[config.mk]
export PLATFORM = sky130hd
export DESIGN_NAME = layer_order_table_core
export DESIGN_NICKNAME = d
export VERILOG_FILES = /design/src/rtl/lot_pkg.sv /design/src/rtl/layer_order_table_core.sv /design/src/rtl/lot_ctrl.sv /design/src/rtl/lot_dp.sv
export SDC_FILE = /design/constraint.sdc
export NUM_CORES = 1
export LEC_CHECK = 0
export BUFFER_PORTS_ARGS = -buffer_cell sky130_fd_sc_hd__buf_2
export CORE_ASPECT_RATIO = 0.6
export CORE_MARGIN = 8
export CORE_UTILIZATION = 35
export DETAILED_ROUTE_END_ITERATION = 8
export MAX_ROUTING_LAYER = met4
export PLACE_DENSITY = 0.56
export SLEW_MARGIN = 20
export SYNTH_ARGS = -nofsm -noshare
export SYNTH_HDL_FRONTEND = slang
export SYNTH_SLANG_ARGS = --single-unit
[constraint.sdc]
create_clock -name clock -period 10.2 [get_ports clock]
set_input_delay 0.51 -clock clock [delete_from_list [all_inputs] [get_ports clock]]
set_output_delay 0.51 -clock clock [all_outputs]
set_load 0.005 [all_outputs]
[src/rtl/lot_pkg.sv]
// ----------------------------------------------------------------------------
// Layer order table package
// Types, widths and codes shared by the controller, the datapath and the top.
// ----------------------------------------------------------------------------
`default_nettype none

package lot_pkg;

   localparam int HANDLE_W = 5;
   localparam int ACTION_W = 3;
   // Wide enough to compare a handle against a count that may reach 32.
   localparam int CMP_W    = HANDLE_W + 1;
   localparam int HANDLE_SPAN = 2 ** HANDLE_W;

   typedef enum logic [ACTION_W-1:0] {
      ACT_APPEND = 3'd0,
      ACT_TOP    = 3'd1,
      ACT_BOTTOM = 3'd2,
      ACT_UP     = 3'd3,
      ACT_DOWN   = 3'd4,
      ACT_ABOVE  = 3'd5,
      ACT_BELOW  = 3'd6,
      ACT_READ   = 3'd7
   } action_type;

   typedef enum logic [3:0] {
      ST_IDLE,
      ST_DECODE,
      ST_READ_WAIT,
      ST_SRC_WAIT,
      ST_TGT_WAIT,
      ST_CALC,
      ST_SHIFT_START,
      ST_SHIFT,
      ST_FIN,
      ST_DONE
   } state_type;

   typedef enum logic {
      RR_HDL,
      RR_TGT
   } roh_rsel_type;

   typedef enum logic [1:0] {
      HR_HDL,
      HR_NEXT,
      HR_NEXT2
   } har_rsel_type;

   typedef enum logic [1:0] {
      WR_NONE,
      WR_APPEND,
      WR_SHIFT,
      WR_FIN
   } wr_sel_type;

   typedef enum logic [1:0] {
      RES_NONE,
      RES_APPEND,
      RES_READ,
      RES_MOVE
   } res_sel_type;

   typedef struct packed {
      logic         load;
      roh_rsel_type roh_rsel;
      har_rsel_type har_rsel;
      wr_sel_type   wr_sel;
      logic         cap_src;
      logic         cap_tgt;
      logic         set_dest;
      logic         step;
      res_sel_type  res_sel;
      logic         post;
   } cmd_type;

   typedef struct packed {
      action_type act;
      logic       full;
      logic       h_ok;
      logic       t_ok;
      logic       go;
      logic       at_dest;
      logic       last;
      logic       out_busy;
   } sts_type;

endpackage

`default_nettype wire

[src/rtl/layer_order_table_core.sv]
// ----------------------------------------------------------------------------
// Layer order table core
// Stacking order over layer handles, kept as a rank map and its inverse.
// ----------------------------------------------------------------------------
//
//   Channel | Ports                                      | Direction
//   --------+--------------------------------------------+----------
//   request | req_valid, req_stall, req_action,          | in
//           | req_handle, req_target                     |
//   result  | rsp_valid, rsp_stall, rsp_ok,              | out
//           | rsp_handle_out, rsp_new_rank               |
//
// One request is handled at a time. Append, read and refused requests post
// their result without a shift walk. A move that leaves its rank unchanged
// goes straight to the final write; any other move first shifts each rank
// between source and destination by one. The next request is taken the cycle
// after the result is posted. Reset clears the entry count, the result valid
// flag and the controller state; the maps need no clearing pass. A stalled
// result holds the block in its final state until it is taken.

`default_nettype none

module layer_order_table_core #(
   parameter int MAX_LAYERS = 32
) (
   input  wire logic                         clock,
   input  wire logic                         reset,
   input  wire logic                         req_valid,
   output logic                              req_stall,
   input  wire logic [lot_pkg::ACTION_W-1:0] req_action,
   input  wire logic [lot_pkg::HANDLE_W-1:0] req_handle,
   input  wire logic [lot_pkg::HANDLE_W-1:0] req_target,
   output logic                              rsp_valid,
   input  wire logic                         rsp_stall,
   output logic                              rsp_ok,
   output logic [lot_pkg::HANDLE_W-1:0]      rsp_handle_out,
   output logic [lot_pkg::HANDLE_W-1:0]      rsp_new_rank
);

   lot_pkg::cmd_type cmd;
   lot_pkg::sts_type sts;

   lot_ctrl u_ctrl (
      .clock     (clock),
      .reset     (reset),
      .req_valid (req_valid),
      .req_stall (req_stall),
      .sts       (sts),
      .cmd       (cmd)
   );

   lot_dp #(
      .MAX_LAYERS (MAX_LAYERS)
   ) u_dp (
      .clock          (clock),
      .reset          (reset),
      .req_action     (req_action),
      .req_handle     (req_handle),
      .req_target     (req_target),
      .cmd            (cmd),
      .sts            (sts),
      .rsp_valid      (rsp_valid),
      .rsp_stall      (rsp_stall),
      .rsp_ok         (rsp_ok),
      .rsp_handle_out (rsp_handle_out),
      .rsp_new_rank   (rsp_new_rank)
   );

   // An accepted request blocks the next one until its result is posted.
   a_busy_after_accept: assert property (@(posedge clock) disable iff (reset)
      (req_valid && !req_stall) |=> req_stall)
      else $error("request accepted while previous one still in progress");

   // A refused request reports nothing but zeros.
   a_refusal_zero: assert property (@(posedge clock) disable iff (reset)
      (rsp_valid && !rsp_ok) |-> (rsp_handle_out == '0) && (rsp_new_rank == '0))
      else $error("refused result carries non-zero fields");

   // A new result only appears while a request is being worked on.
   a_result_needs_request: assert property (@(posedge clock) disable iff (reset)
      $rose(rsp_valid) |-> $past(req_stall))
      else $error("result posted without a request in progress");

endmodule

`default_nettype wire

[src/rtl/lot_ctrl.sv]
// ----------------------------------------------------------------------------
// Layer order table controller
// Sequences lookups, the rank shift walk and the result hand-off.
// ----------------------------------------------------------------------------
`default_nettype none

module lot_ctrl (
   input  wire logic             clock,
   input  wire logic             reset,
   input  wire logic             req_valid,
   output logic                  req_stall,
   input  wire lot_pkg::sts_type sts,
   output lot_pkg::cmd_type      cmd
);

   lot_pkg::state_type state_ff;
   lot_pkg::state_type state_in;
   logic               is_place;

   always_ff @(posedge clock) begin
      if (reset) begin
         state_ff <= lot_pkg::ST_IDLE;
      end else begin
         state_ff <= state_in;
      end
   end

   assign is_place  = (sts.act == lot_pkg::ACT_ABOVE) || (sts.act == lot_pkg::ACT_BELOW);
   assign req_stall = (state_ff != lot_pkg::ST_IDLE);

   always_comb begin
      state_in     = state_ff;
      cmd          = '0;
      cmd.roh_rsel = lot_pkg::RR_HDL;
      cmd.har_rsel = lot_pkg::HR_HDL;
      cmd.wr_sel   = lot_pkg::WR_NONE;
      cmd.res_sel  = lot_pkg::RES_NONE;
      unique case (state_ff)
         lot_pkg::ST_IDLE: begin
            if (req_valid) begin
               cmd.load = 1'b1;
               state_in = lot_pkg::ST_DECODE;
            end
         end
         lot_pkg::ST_DECODE: begin
            unique case (sts.act)
               lot_pkg::ACT_APPEND: begin
                  if (!sts.full) begin
                     cmd.wr_sel  = lot_pkg::WR_APPEND;
                     cmd.res_sel = lot_pkg::RES_APPEND;
                  end
                  state_in = lot_pkg::ST_DONE;
               end
               lot_pkg::ACT_READ: begin
                  if (sts.h_ok) begin
                     cmd.har_rsel = lot_pkg::HR_HDL;
                     state_in     = lot_pkg::ST_READ_WAIT;
                  end else begin
                     state_in = lot_pkg::ST_DONE;
                  end
               end
               default: begin
                  if (sts.h_ok) begin
                     cmd.roh_rsel = lot_pkg::RR_HDL;
                     state_in     = lot_pkg::ST_SRC_WAIT;
                  end else begin
                     state_in = lot_pkg::ST_DONE;
                  end
               end
            endcase
         end
         lot_pkg::ST_READ_WAIT: begin
            cmd.res_sel = lot_pkg::RES_READ;
            state_in    = lot_pkg::ST_DONE;
         end
         lot_pkg::ST_SRC_WAIT: begin
            cmd.cap_src = 1'b1;
            if (is_place) begin
               if (sts.t_ok) begin
                  cmd.roh_rsel = lot_pkg::RR_TGT;
                  state_in     = lot_pkg::ST_TGT_WAIT;
               end else begin
                  state_in = lot_pkg::ST_DONE;
               end
            end else begin
               state_in = lot_pkg::ST_CALC;
            end
         end
         lot_pkg::ST_TGT_WAIT: begin
            cmd.cap_tgt = 1'b1;
            state_in    = lot_pkg::ST_CALC;
         end
         lot_pkg::ST_CALC: begin
            if (sts.go) begin
               cmd.set_dest = 1'b1;
               cmd.res_sel  = lot_pkg::RES_MOVE;
               state_in     = sts.at_dest ? lot_pkg::ST_FIN : lot_pkg::ST_SHIFT_START;
            end else begin
               state_in = lot_pkg::ST_DONE;
            end
         end
         lot_pkg::ST_SHIFT_START: begin
            cmd.har_rsel = lot_pkg::HR_NEXT;
            state_in     = lot_pkg::ST_SHIFT;
         end
         lot_pkg::ST_SHIFT: begin
            // The neighbour read last cycle is written one rank towards the
            // vacated place while the one after it is fetched.
            cmd.wr_sel = lot_pkg::WR_SHIFT;
            cmd.step   = 1'b1;
            if (sts.last) begin
               state_in = lot_pkg::ST_FIN;
            end else begin
               cmd.har_rsel = lot_pkg::HR_NEXT2;
            end
         end
         lot_pkg::ST_FIN: begin
            cmd.wr_sel = lot_pkg::WR_FIN;
            state_in   = lot_pkg::ST_DONE;
         end
         lot_pkg::ST_DONE: begin
            if (!sts.out_busy) begin
               cmd.post = 1'b1;
               state_in = lot_pkg::ST_IDLE;
            end
         end
         default: begin
            state_in = lot_pkg::ST_IDLE;
         end
      endcase
   end

endmodule

`default_nettype wire

[src/rtl/lot_dp.sv]
// ----------------------------------------------------------------------------
// Layer order table datapath
// Rank and handle maps, request registers, shift walker and result register.
// ----------------------------------------------------------------------------
`default_nettype none

module lot_dp #(
   parameter int MAX_LAYERS = 32
) (
   input  wire logic                          clock,
   input  wire logic                          reset,
   input  wire logic [lot_pkg::ACTION_W-1:0]  req_action,
   input  wire logic [lot_pkg::HANDLE_W-1:0]  req_handle,
   input  wire logic [lot_pkg::HANDLE_W-1:0]  req_target,
   input  wire lot_pkg::cmd_type              cmd,
   output lot_pkg::sts_type                   sts,
   output logic                               rsp_valid,
   input  wire logic                          rsp_stall,
   output logic                               rsp_ok,
   output logic [lot_pkg::HANDLE_W-1:0]       rsp_handle_out,
   output logic [lot_pkg::HANDLE_W-1:0]       rsp_new_rank
);

   localparam int LIMIT = (MAX_LAYERS < lot_pkg::HANDLE_SPAN) ? MAX_LAYERS
                                                              : lot_pkg::HANDLE_SPAN;
   localparam int AW    = $clog2(LIMIT);
   localparam int CW    = $clog2(LIMIT + 1);
   localparam int HW    = lot_pkg::HANDLE_W;
   localparam int XW    = lot_pkg::CMP_W;

   logic [HW-1:0] roh_mem [LIMIT];
   logic [HW-1:0] har_mem [LIMIT];

   lot_pkg::action_type act_ff;
   logic [HW-1:0]       hdl_ff;
   logic [HW-1:0]       tgt_ff;
   logic [CW-1:0]       cnt_ff;
   logic [AW-1:0]       rs_ff;
   logic [AW-1:0]       rd_ff;
   logic [AW-1:0]       dest_ff;
   logic [AW-1:0]       k_ff;
   logic                up_ff;
   logic [HW-1:0]       roh_q_ff;
   logic [HW-1:0]       har_q_ff;
   logic                res_ok_ff;
   logic [HW-1:0]       res_hout_ff;
   logic [HW-1:0]       res_rank_ff;
   logic                rsp_valid_ff;
   logic                rsp_ok_ff;
   logic [HW-1:0]       rsp_hout_ff;
   logic [HW-1:0]       rsp_rank_ff;

   logic [AW-1:0] roh_raddr;
   logic [AW-1:0] har_raddr;
   logic [AW-1:0] k_next;
   logic [AW-1:0] k_next2;
   logic [XW-1:0] rs_x;
   logic [XW-1:0] rd_x;
   logic [XW-1:0] n_x;
   logic [XW-1:0] dest_x;
   logic [AW-1:0] dest_calc;
   logic          go_calc;

   assign k_next  = up_ff ? (k_ff + 1'b1) : (k_ff - 1'b1);
   assign k_next2 = up_ff ? (k_next + 1'b1) : (k_next - 1'b1);

   assign rs_x = XW'(rs_ff);
   assign rd_x = XW'(rd_ff);
   assign n_x  = XW'(cnt_ff);

   always_comb begin
      dest_x  = '0;
      go_calc = 1'b1;
      unique case (act_ff)
         lot_pkg::ACT_TOP:    dest_x = n_x - 1'b1;
         lot_pkg::ACT_BOTTOM: dest_x = '0;
         lot_pkg::ACT_UP: begin
            dest_x  = rs_x + 1'b1;
            go_calc = (dest_x < n_x);
         end
         lot_pkg::ACT_DOWN: begin
            dest_x  = rs_x - 1'b1;
            go_calc = (rs_ff != '0);
         end
         lot_pkg::ACT_ABOVE:  dest_x = (rs_ff < rd_ff) ? rd_x : (rd_x + 1'b1);
         lot_pkg::ACT_BELOW:  dest_x = (rs_ff < rd_ff) ? (rd_x - 1'b1) : rd_x;
         default: begin
            dest_x  = '0;
            go_calc = 1'b0;
         end
      endcase
      dest_calc = dest_x[AW-1:0];
   end

   always_comb begin
      unique case (cmd.roh_rsel)
         lot_pkg::RR_HDL: roh_raddr = hdl_ff[AW-1:0];
         lot_pkg::RR_TGT: roh_raddr = tgt_ff[AW-1:0];
         default:         roh_raddr = hdl_ff[AW-1:0];
      endcase
      unique case (cmd.har_rsel)
         lot_pkg::HR_HDL:   har_raddr = hdl_ff[AW-1:0];
         lot_pkg::HR_NEXT:  har_raddr = k_next;
         lot_pkg::HR_NEXT2: har_raddr = k_next2;
         default:           har_raddr = hdl_ff[AW-1:0];
      endcase
   end

   // Both maps have one write port and one registered read port.
   always_ff @(posedge clock) begin
      roh_q_ff <= roh_mem[roh_raddr];
      har_q_ff <= har_mem[har_raddr];
      unique case (cmd.wr_sel)
         lot_pkg::WR_APPEND: begin
            roh_mem[cnt_ff[AW-1:0]] <= HW'(cnt_ff);
            har_mem[cnt_ff[AW-1:0]] <= HW'(cnt_ff);
         end
         lot_pkg::WR_SHIFT: begin
            har_mem[k_ff]               <= har_q_ff;
            roh_mem[har_q_ff[AW-1:0]]   <= HW'(k_ff);
         end
         lot_pkg::WR_FIN: begin
            har_mem[dest_ff]            <= hdl_ff;
            roh_mem[hdl_ff[AW-1:0]]     <= HW'(dest_ff);
         end
         default: begin
         end
      endcase
   end

   always_ff @(posedge clock) begin
      if (cmd.load) begin
         act_ff <= lot_pkg::action_type'(req_action);
         hdl_ff <= req_handle;
         tgt_ff <= req_target;
      end
      if (cmd.cap_src) begin
         rs_ff <= roh_q_ff[AW-1:0];
      end
      if (cmd.cap_tgt) begin
         rd_ff <= roh_q_ff[AW-1:0];
      end
      if (cmd.set_dest) begin
         dest_ff <= dest_calc;
         k_ff    <= rs_ff;
         up_ff   <= (rs_ff < dest_calc);
      end else if (cmd.step) begin
         k_ff <= k_next;
      end
      if (cmd.post) begin
         rsp_ok_ff   <= res_ok_ff;
         rsp_hout_ff <= res_hout_ff;
         rsp_rank_ff <= res_rank_ff;
      end
   end

   always_ff @(posedge clock) begin
      if (cmd.load) begin
         res_ok_ff   <= 1'b0;
         res_hout_ff <= '0;
         res_rank_ff <= '0;
      end else begin
         unique case (cmd.res_sel)
            lot_pkg::RES_APPEND: begin
               res_ok_ff   <= 1'b1;
               res_hout_ff <= HW'(cnt_ff);
               res_rank_ff <= HW'(cnt_ff);
            end
            lot_pkg::RES_READ: begin
               res_ok_ff   <= 1'b1;
               res_hout_ff <= har_q_ff;
            end
            lot_pkg::RES_MOVE: begin
               res_ok_ff   <= 1'b1;
               res_rank_ff <= HW'(dest_calc);
            end
            default: begin
            end
         endcase
      end
   end

   always_ff @(posedge clock) begin
      if (reset) begin
         cnt_ff       <= '0;
         rsp_valid_ff <= 1'b0;
      end else begin
         if (cmd.wr_sel == lot_pkg::WR_APPEND) begin
            cnt_ff <= cnt_ff + 1'b1;
         end
         if (cmd.post) begin
            rsp_valid_ff <= 1'b1;
         end else if (!rsp_stall) begin
            rsp_valid_ff <= 1'b0;
         end
      end
   end

   assign sts.act      = act_ff;
   assign sts.full     = (cnt_ff == CW'(LIMIT));
   assign sts.h_ok     = (XW'(hdl_ff) < n_x);
   assign sts.t_ok     = (XW'(tgt_ff) < n_x) && (tgt_ff != hdl_ff);
   assign sts.go       = go_calc;
   assign sts.at_dest  = (dest_calc == rs_ff);
   assign sts.last     = (k_next == dest_ff);
   assign sts.out_busy = rsp_valid_ff && rsp_stall;

   assign rsp_valid      = rsp_valid_ff;
   assign rsp_ok         = rsp_ok_ff;
   assign rsp_handle_out = rsp_hout_ff;
   assign rsp_new_rank   = rsp_rank_ff;

endmodule

`default_nettype wire
# Word-level counts from Yosys, hierarchy flattened

Memory sizes are Yosys's and may differ from the RTL's. A register that Yosys moved wholly into a read port is not among the register bits.
Cells that the tools add are included.

Equality and inequality tests: 32
Bitwise operators: 1
Reduce and logical (&&, ||, !) cells: 18
Magnitude comparators: 5
Mux-type cells: 62
Add/sub/neg operators: 10

Operator list:

| kind                | number |
|---|---|
| $mux 5              | 14 |
| $pmux 5 s2          | 4 |
| $mux 4              | 9 |
| $pmux 4 s9          | 1 |
| $mux 1              | 26 |
| $pmux 5 s5          | 1 |
| $sub 5x1->5 const B | 5 |
| $reduce_or 5->1     | 4 |
| $eq 4x3->1 const B  | 4 |
| $add 5x1->5 const B | 3 |
| $eq 3x3->1 const B  | 4 |
| $lt 5x6->1          | 2 |
| $pmux 2 s3          | 2 |
| $eq 2x2->1 const B  | 5 |
| $eq 5x5->1          | 2 |
| $lt 5x5->1          | 2 |
| $eq 4x2->1 const B  | 2 |
| $eq 4x4->1 const B  | 2 |
| $pmux 4 s2          | 1 |
| $add 5x1->6 const B | 1 |
| $add 6x1->6 const B | 1 |
| $eq 2x1->1 const B  | 3 |
| $eq 3x2->1 const B  | 2 |
| $eq 6x6->1 const B  | 1 |
| 21 further kinds    | 27 |

RAM bits: 320
Memories kept: 2
Output and inout bits: 13
Flip-flop bits (word level): 67

Memories:

| memory       | depth | bits a word | rd ports | clocked after memory_dff | write ports | RTL line     | text |
|---|---|---|---|---|---|---|---|
| u_dp.har_mem | 32    | 5           | 1        | 1                        | 1           | lot_dp.sv:32 | `logic [HW-1:0] har_mem [LIMIT];` |
| u_dp.roh_mem | 32    | 5           | 1        | 1                        | 1           | lot_dp.sv:31 | `logic [HW-1:0] roh_mem [LIMIT];` |

# Logic depth before layout (Yosys ltp)

Depth after elaboration: 10
Mapped depth: 20

# Cells and area by module

Synthesis repeated with hierarchy kept, for this count alone.

Cell total of the unflattened synthesis: 1289
Area, all modules: 18377.6 um2

Modules (own cells, without submodules):

| module   | sequential area each (um2) | times used | cells an instance | area an instance (um2) |
|---|---|---|---|---|
| lot_dp   | 11521.0                    | 1          | 1210              | 17827.1 |
| lot_ctrl | 80.1                       | 1          | 79                | 550.5 |

# Worst setup path after synthesis

OpenSTA, ideal clock, no wires.

Path kind: reg2reg
From: register u_dp.up_ff
To: register u_dp.har_q_ff[0], read port of u_dp.har_mem
Cell stages (with the launch flop): 19
Arrival: 4.448 ns
Required time: 10.079 ns
Slack: 5.631 ns
Cells stage by stage: edfxtp_1 inv_1 ha_1 a21o_1 a21oi_1 xnor3_1 xor2_1 o41ai_2 inv_1 ha_1 mux2i_1 nor2_1 a21oi_1 buf_4 buf_4 mux4_2 mux2i_1 a21oi_1 mux2_2

Cells in the longest elaborated chain, start to end: 6

RTL lines:

| what                                     | RTL line        | text |
|---|---|---|
| from (decl)                              | lot_dp.sv:42    | `logic up_ff;` |
| from (signal assigned)                   | lot_dp.sv:146   | `up_ff <= (rs_ff < dest_calc);` |
| $mux 5                                   | lot_dp.sv:64    | `assign k_next = up_ff ? (k_ff + 1'b1) : (k_ff - 1'b1);` |
| $eq 5x5->1                               | lot_dp.sv:205   | `assign sts.last = (k_next == dest_ff);` |
| $mux 2                                   | lot_ctrl.sv:111 | `if (sts.last) begin` |
| $pmux 2 s2                               | lot_ctrl.sv:38  | `unique case (state_ff)` |
| $eq 2x2->1 or $eq 2x1->1 (tied branches) | lot_dp.sv:101   | `unique case (cmd.har_rsel)` |
| $pmux 5 s2 *                             | lot_dp.sv:101   |  |
| to (decl)                                | lot_dp.sv:44    | `logic [HW-1:0] har_q_ff;` |

Every way passes the cells marked *; elsewhere a longest branch is shown, timed or not.
A chain may end at the register's enable or synchronous reset.

# Worst setup path after layout

From: register u_dp.up_ff
To: register u_dp.har_q_ff[3], read port of u_dp.har_mem

The elaborated chain is that of the path after synthesis.

==> run_results.csv <==
group,metric,value,unit
worst_setup_path,r2r_slack,4.74,ns
placed_design,io_buffers,29,
clock_network,cts.repair.resized,0,
yosys,synth_edf_count,365,
status,status,"completed",
clock_network,clkLatencyLatePin,0.58,ns
sta,fin_skew,0.03107,ns
detailed_routing,ant_nets,0,
worst_setup_path,cp_data_required_time,10.67,ns
clock_network,postCtsHoldBufs,0,
worst_setup_path,critPathKind,"reg -> reg",
yosys,yosysWarningCount,0,
sta,fmax,183.1,MHz
yosys,ys_ff_latch,397,
power,max-vdd-ir-drop,0.0001012,V
sta,relSlewSlack,0.2813,
global_route,grt_overflow_total,0,
sta,setup_viol,0,
clock_network,cts_tree,"yes",
worst_setup_path,rr_startpoint,"u_dp.up_ff",
sta,rsz0062_at_grt,"false",
worst_setup_path,cp_slowest_cell,"o41ai_2",
power,p_comb_frac,0.122,
worst_setup_path,rr_endpoint,"u_dp.har_q_ff[3]",
clock_network,cts.sinks,397,
power,power.share.switching,0.2618,
detailed_routing,dr.pass1.iters,6,
yosys,synthArstFlopShare,0,
clock_network,cts_root_buf,"clkbuf_16",
finish,fin_nets,1693,
power,p_switching,1022,µW
yosys,synth-seq-area-share,0.5782,
worst_setup_path,cp_num_buf_inv,3,
clock_network,path_clk_slew,0.07,ns
detailed_routing,drt-initial-drc-count,1390,
clock_network,post_cts_buffers,0,
yosys,synthCells,1662,
detailed_routing,vias,13670,
placed_design,routabilityCongestion,0.8400,
clock_network,cts-htree-levels,2,
floorplan,die_y,201.5,µm
floorplan,core,0.05709,mm²
min_path,whs_endpoint,"u_dp.hdl_ff[1]",
global_route,grt_pass1_vias,12900,
worst_setup_path,worstSetupEndpointType,"flop",
yosys,synth-main-ff-cell,"edfxtp_1",
sta,tns,0,ns
worst_setup_path,worstRegToRegCells,18,
placed_design,dp_hpwl,35.33,mm
sta,worst_pin_slew,1.077,ns
sta,hold_viol,0,
global_route,grt_usage,0.1661,
finish,antenna_cells,0,
power,power.density,174.6,mW/mm²
yosys,syn_avg_cell_area,12.07,µm²
detailed_routing,drc,0,
run,max_cap_violations,0,
global_route,grt_first_pass_wirelength,82.87,mm
sta,period_needed,5.463,ns
min_path,whs_path_depth,1,
global_route,grt_max_degree,158,
clock_network,clk_path_buf_depth,3,
worst_setup_path,path_cells,"inv_1 -> ha_1 -> a21o_1 -> a21oi_1 -> xnor3_1 -> xor2_1 -> o41ai_2 -> inv_1 -> ha_1 -> mux2i_1 -> nor2_1 -> a21oi_4 -> buf_4 -> mux4_2 -> nor2b_1 -> a211oi_1 -> a21oi_1 -> mux2_2",
detailed_routing,viasPerCell,5.610,
worst_setup_path,critical-path-top-delay-family,"compound AO/OA/AOI/OAI gates",
yosys,ys_types,71,
yosys,syn_nets,1719,
min_path,hold_path_class,"in -> reg",
sta,slew_viol_final,0,
power,power.internal,2882,µW
finish,area.growth.synth_to_final,11.44,%
finish,drive_gt1_frac,0.1152,
worst_setup_path,max_stage_delay,0.66,ns
clock_network,numCtsBuffers,38,
floorplan,start_util,0.3515,
sta,fin_crit_sh,0.5356,
min_path,hp-start,"req_handle[1]",
detailed_routing,drt-total-wl,54.85,mm
floorplan,rows,68,
detailed_routing,post_drt_wl_per_cell,22.52,µm
worst_setup_path,crit_arrival,5.93,ns
worst_setup_path,start_kind,"flop",
floorplan,dieArea,0.06550,mm²
floorplan,fp.dieW,325.1,µm
worst_setup_path,worstPathMaxFanout,40,
power,power_leakage,0.007553,µW
global_route,antenna_found_initial,2,
power,pwr-share-clk,0.395,
floorplan,io_pins,30,
power,sequentialPowerShare,0.483,
finish,fin_util,0.3917,
yosys,syn_area,0.02007,mm²
==> synthesized netlist by cell type (13+ instances only) <==
library cell | instances | area (µm²)
a211oi_1 | 58 | 435.4
a21oi_1 | 45 | 225.2
a22oi_1 | 81 | 608.1
a311oi_1 | 40 | 350.3
buf_2 | 14 | 70.07
clkbuf_1 | 99 | 371.6
dfxtp_1 | 32 | 640.6
edfxtp_1 | 365 | 10960
ha_1 | 39 | 488.0
inv_1 | 36 | 135.1
mux2i_1 | 72 | 720.7
mux4_2 | 40 | 900.9
nand2_1 | 176 | 660.6
nand2b_1 | 134 | 838.3
nand3_1 | 20 | 100.1
nor2_1 | 156 | 585.6
nor2b_1 | 22 | 137.6
nor4b_1 | 40 | 350.3
o21ai_0 | 13 | 65.06
o22ai_1 | 20 | 125.1
xnor2_1 | 21 | 183.9
==> state kept, by name, summed over array words and instances (netlist names) <==
signal,flops
u_dp.rd_ff,5
u_dp.roh_mem,160
u_dp.rsp_handle_out,5
u_dp.rsp_new_rank,5
u_dp.cnt_ff,6
u_dp.har_mem,160
u_dp.act_ff,3
u_dp.res_hout_ff,5
u_ctrl.state_ff,4
u_dp.roh_q_ff,5
u_dp.rsp_valid,1
u_dp.har_q_ff,5
u_dp.rsp_ok,1
u_dp.up_ff,1
u_dp.rs_ff,5
u_dp.res_rank_ff,5
u_dp.k_ff,5
u_dp.tgt_ff,5
u_dp.hdl_ff,5
u_dp.res_ok_ff,1
u_dp.dest_ff,5
==> placed cells by master, fill, tap and decap left out, types with 11 or more instances in the layout <==
cell type | synthesis | routed
edfxtp_1 | 365 | 365
mux2i_1 | 72 | 71
nor2_1 | 156 | 156
nand3_1 | 20 | 19
a311oi_1 | 40 | 40
nor2b_1 | 22 | 22
dfxtp_1 | 32 | 32
buf_2 | 14 | 29
a22oi_1 | 81 | 81
nor3_1 | 11 | 11
mux4_2 | 40 | 40
xnor2_1 | 21 | 21
nand2b_1 | 134 | 134
a21oi_1 | 45 | 43
buf_4 | 4 | 23
nor4b_1 | 40 | 40
clkbuf_16 | 0 | 39
o22ai_1 | 20 | 20
ha_1 | 39 | 39
inv_1 | 36 | 35
a211oi_1 | 58 | 58
nand2_1 | 176 | 176
==> area by class of cell <==
cell class                 count  area, µm²
clock buffer                  50       1037
clock inverter                20      317.8
fill                        5350      34730
inverter                      38      142.6
multi-input combinational   1107       7941
sequential                   397      11600
tap                          770      963.4
timing repair buffer          54      357.8
==> cell families (layout without fill, tap and decap cells) <==
family                   count (synthesis)  count (layout)  share of synthesized area
AND/OR/NAND/NOR                        601             601                     0.1507
flip-flops                             397             397                     0.5782
AO/OA/AOI/OAI                          312             312                     0.1132
buffers and inverters                  158             162                    0.03155
multiplexers                           122             122                    0.08642
adder cells (fa/ha/maj)                 40              40                    0.02532
XOR/XNOR                                32              32                    0.01465
==> routing by layer <==
| metal | up-vias | track usage | part of all wire |
|---|---|---|---|
| li1 | 6229 | - | - |
| met1 | 6866 | 0.2601 | 0.50 |
| met2 | 515 | 0.2121 | 0.39 |
| met3 | 55 | 0.04460 | 0.10 |
| met4 | 0 | 0.02668 | 0.012 |
| met5 | - | - | 0 |
==> power groups by stage <==
stage	clock network (µW)	registers (µW)	logic, µW
after floorplan	0	1880	335
after global placement	0	1920	462
after detailed placement	0	1920	472
after CTS	1570	1880	473
after global routing	1630	1890	517
final	1540	1890	477
==> metrics by stage <==
step                cells  hold WS, ns  power (µW)  setup WS (ns)  instance area [µm²]
floorplan            1662       0.4037        2217          5.631                20070
global placement     2366       0.4188        2381          4.781                21000
detailed placement   2366       0.4185        2391          4.672                21000
CTS                  2436       0.1088        3927          4.680                22350
global route         2436       0.1118        4037          4.201                22360
finish               2436       0.1263        3905          4.737                22360
==> worst max-delay path by stage <==
stage               startpoint                to  slack (ns)  depth (start not counted)
floorplan           u_dp.up_ff  u_dp.har_q_ff[0]        5.63                         18
global placement    u_dp.up_ff  u_dp.har_q_ff[3]        4.78                         18
detailed placement  u_dp.up_ff  u_dp.har_q_ff[3]        4.67                         18
CTS                 u_dp.up_ff  u_dp.har_q_ff[3]        4.68                         18
global route        u_dp.up_ff  u_dp.har_q_ff[3]        4.20                         18
finish              u_dp.up_ff  u_dp.har_q_ff[3]        4.74                         18
Power figures use the tool's default switching activity.
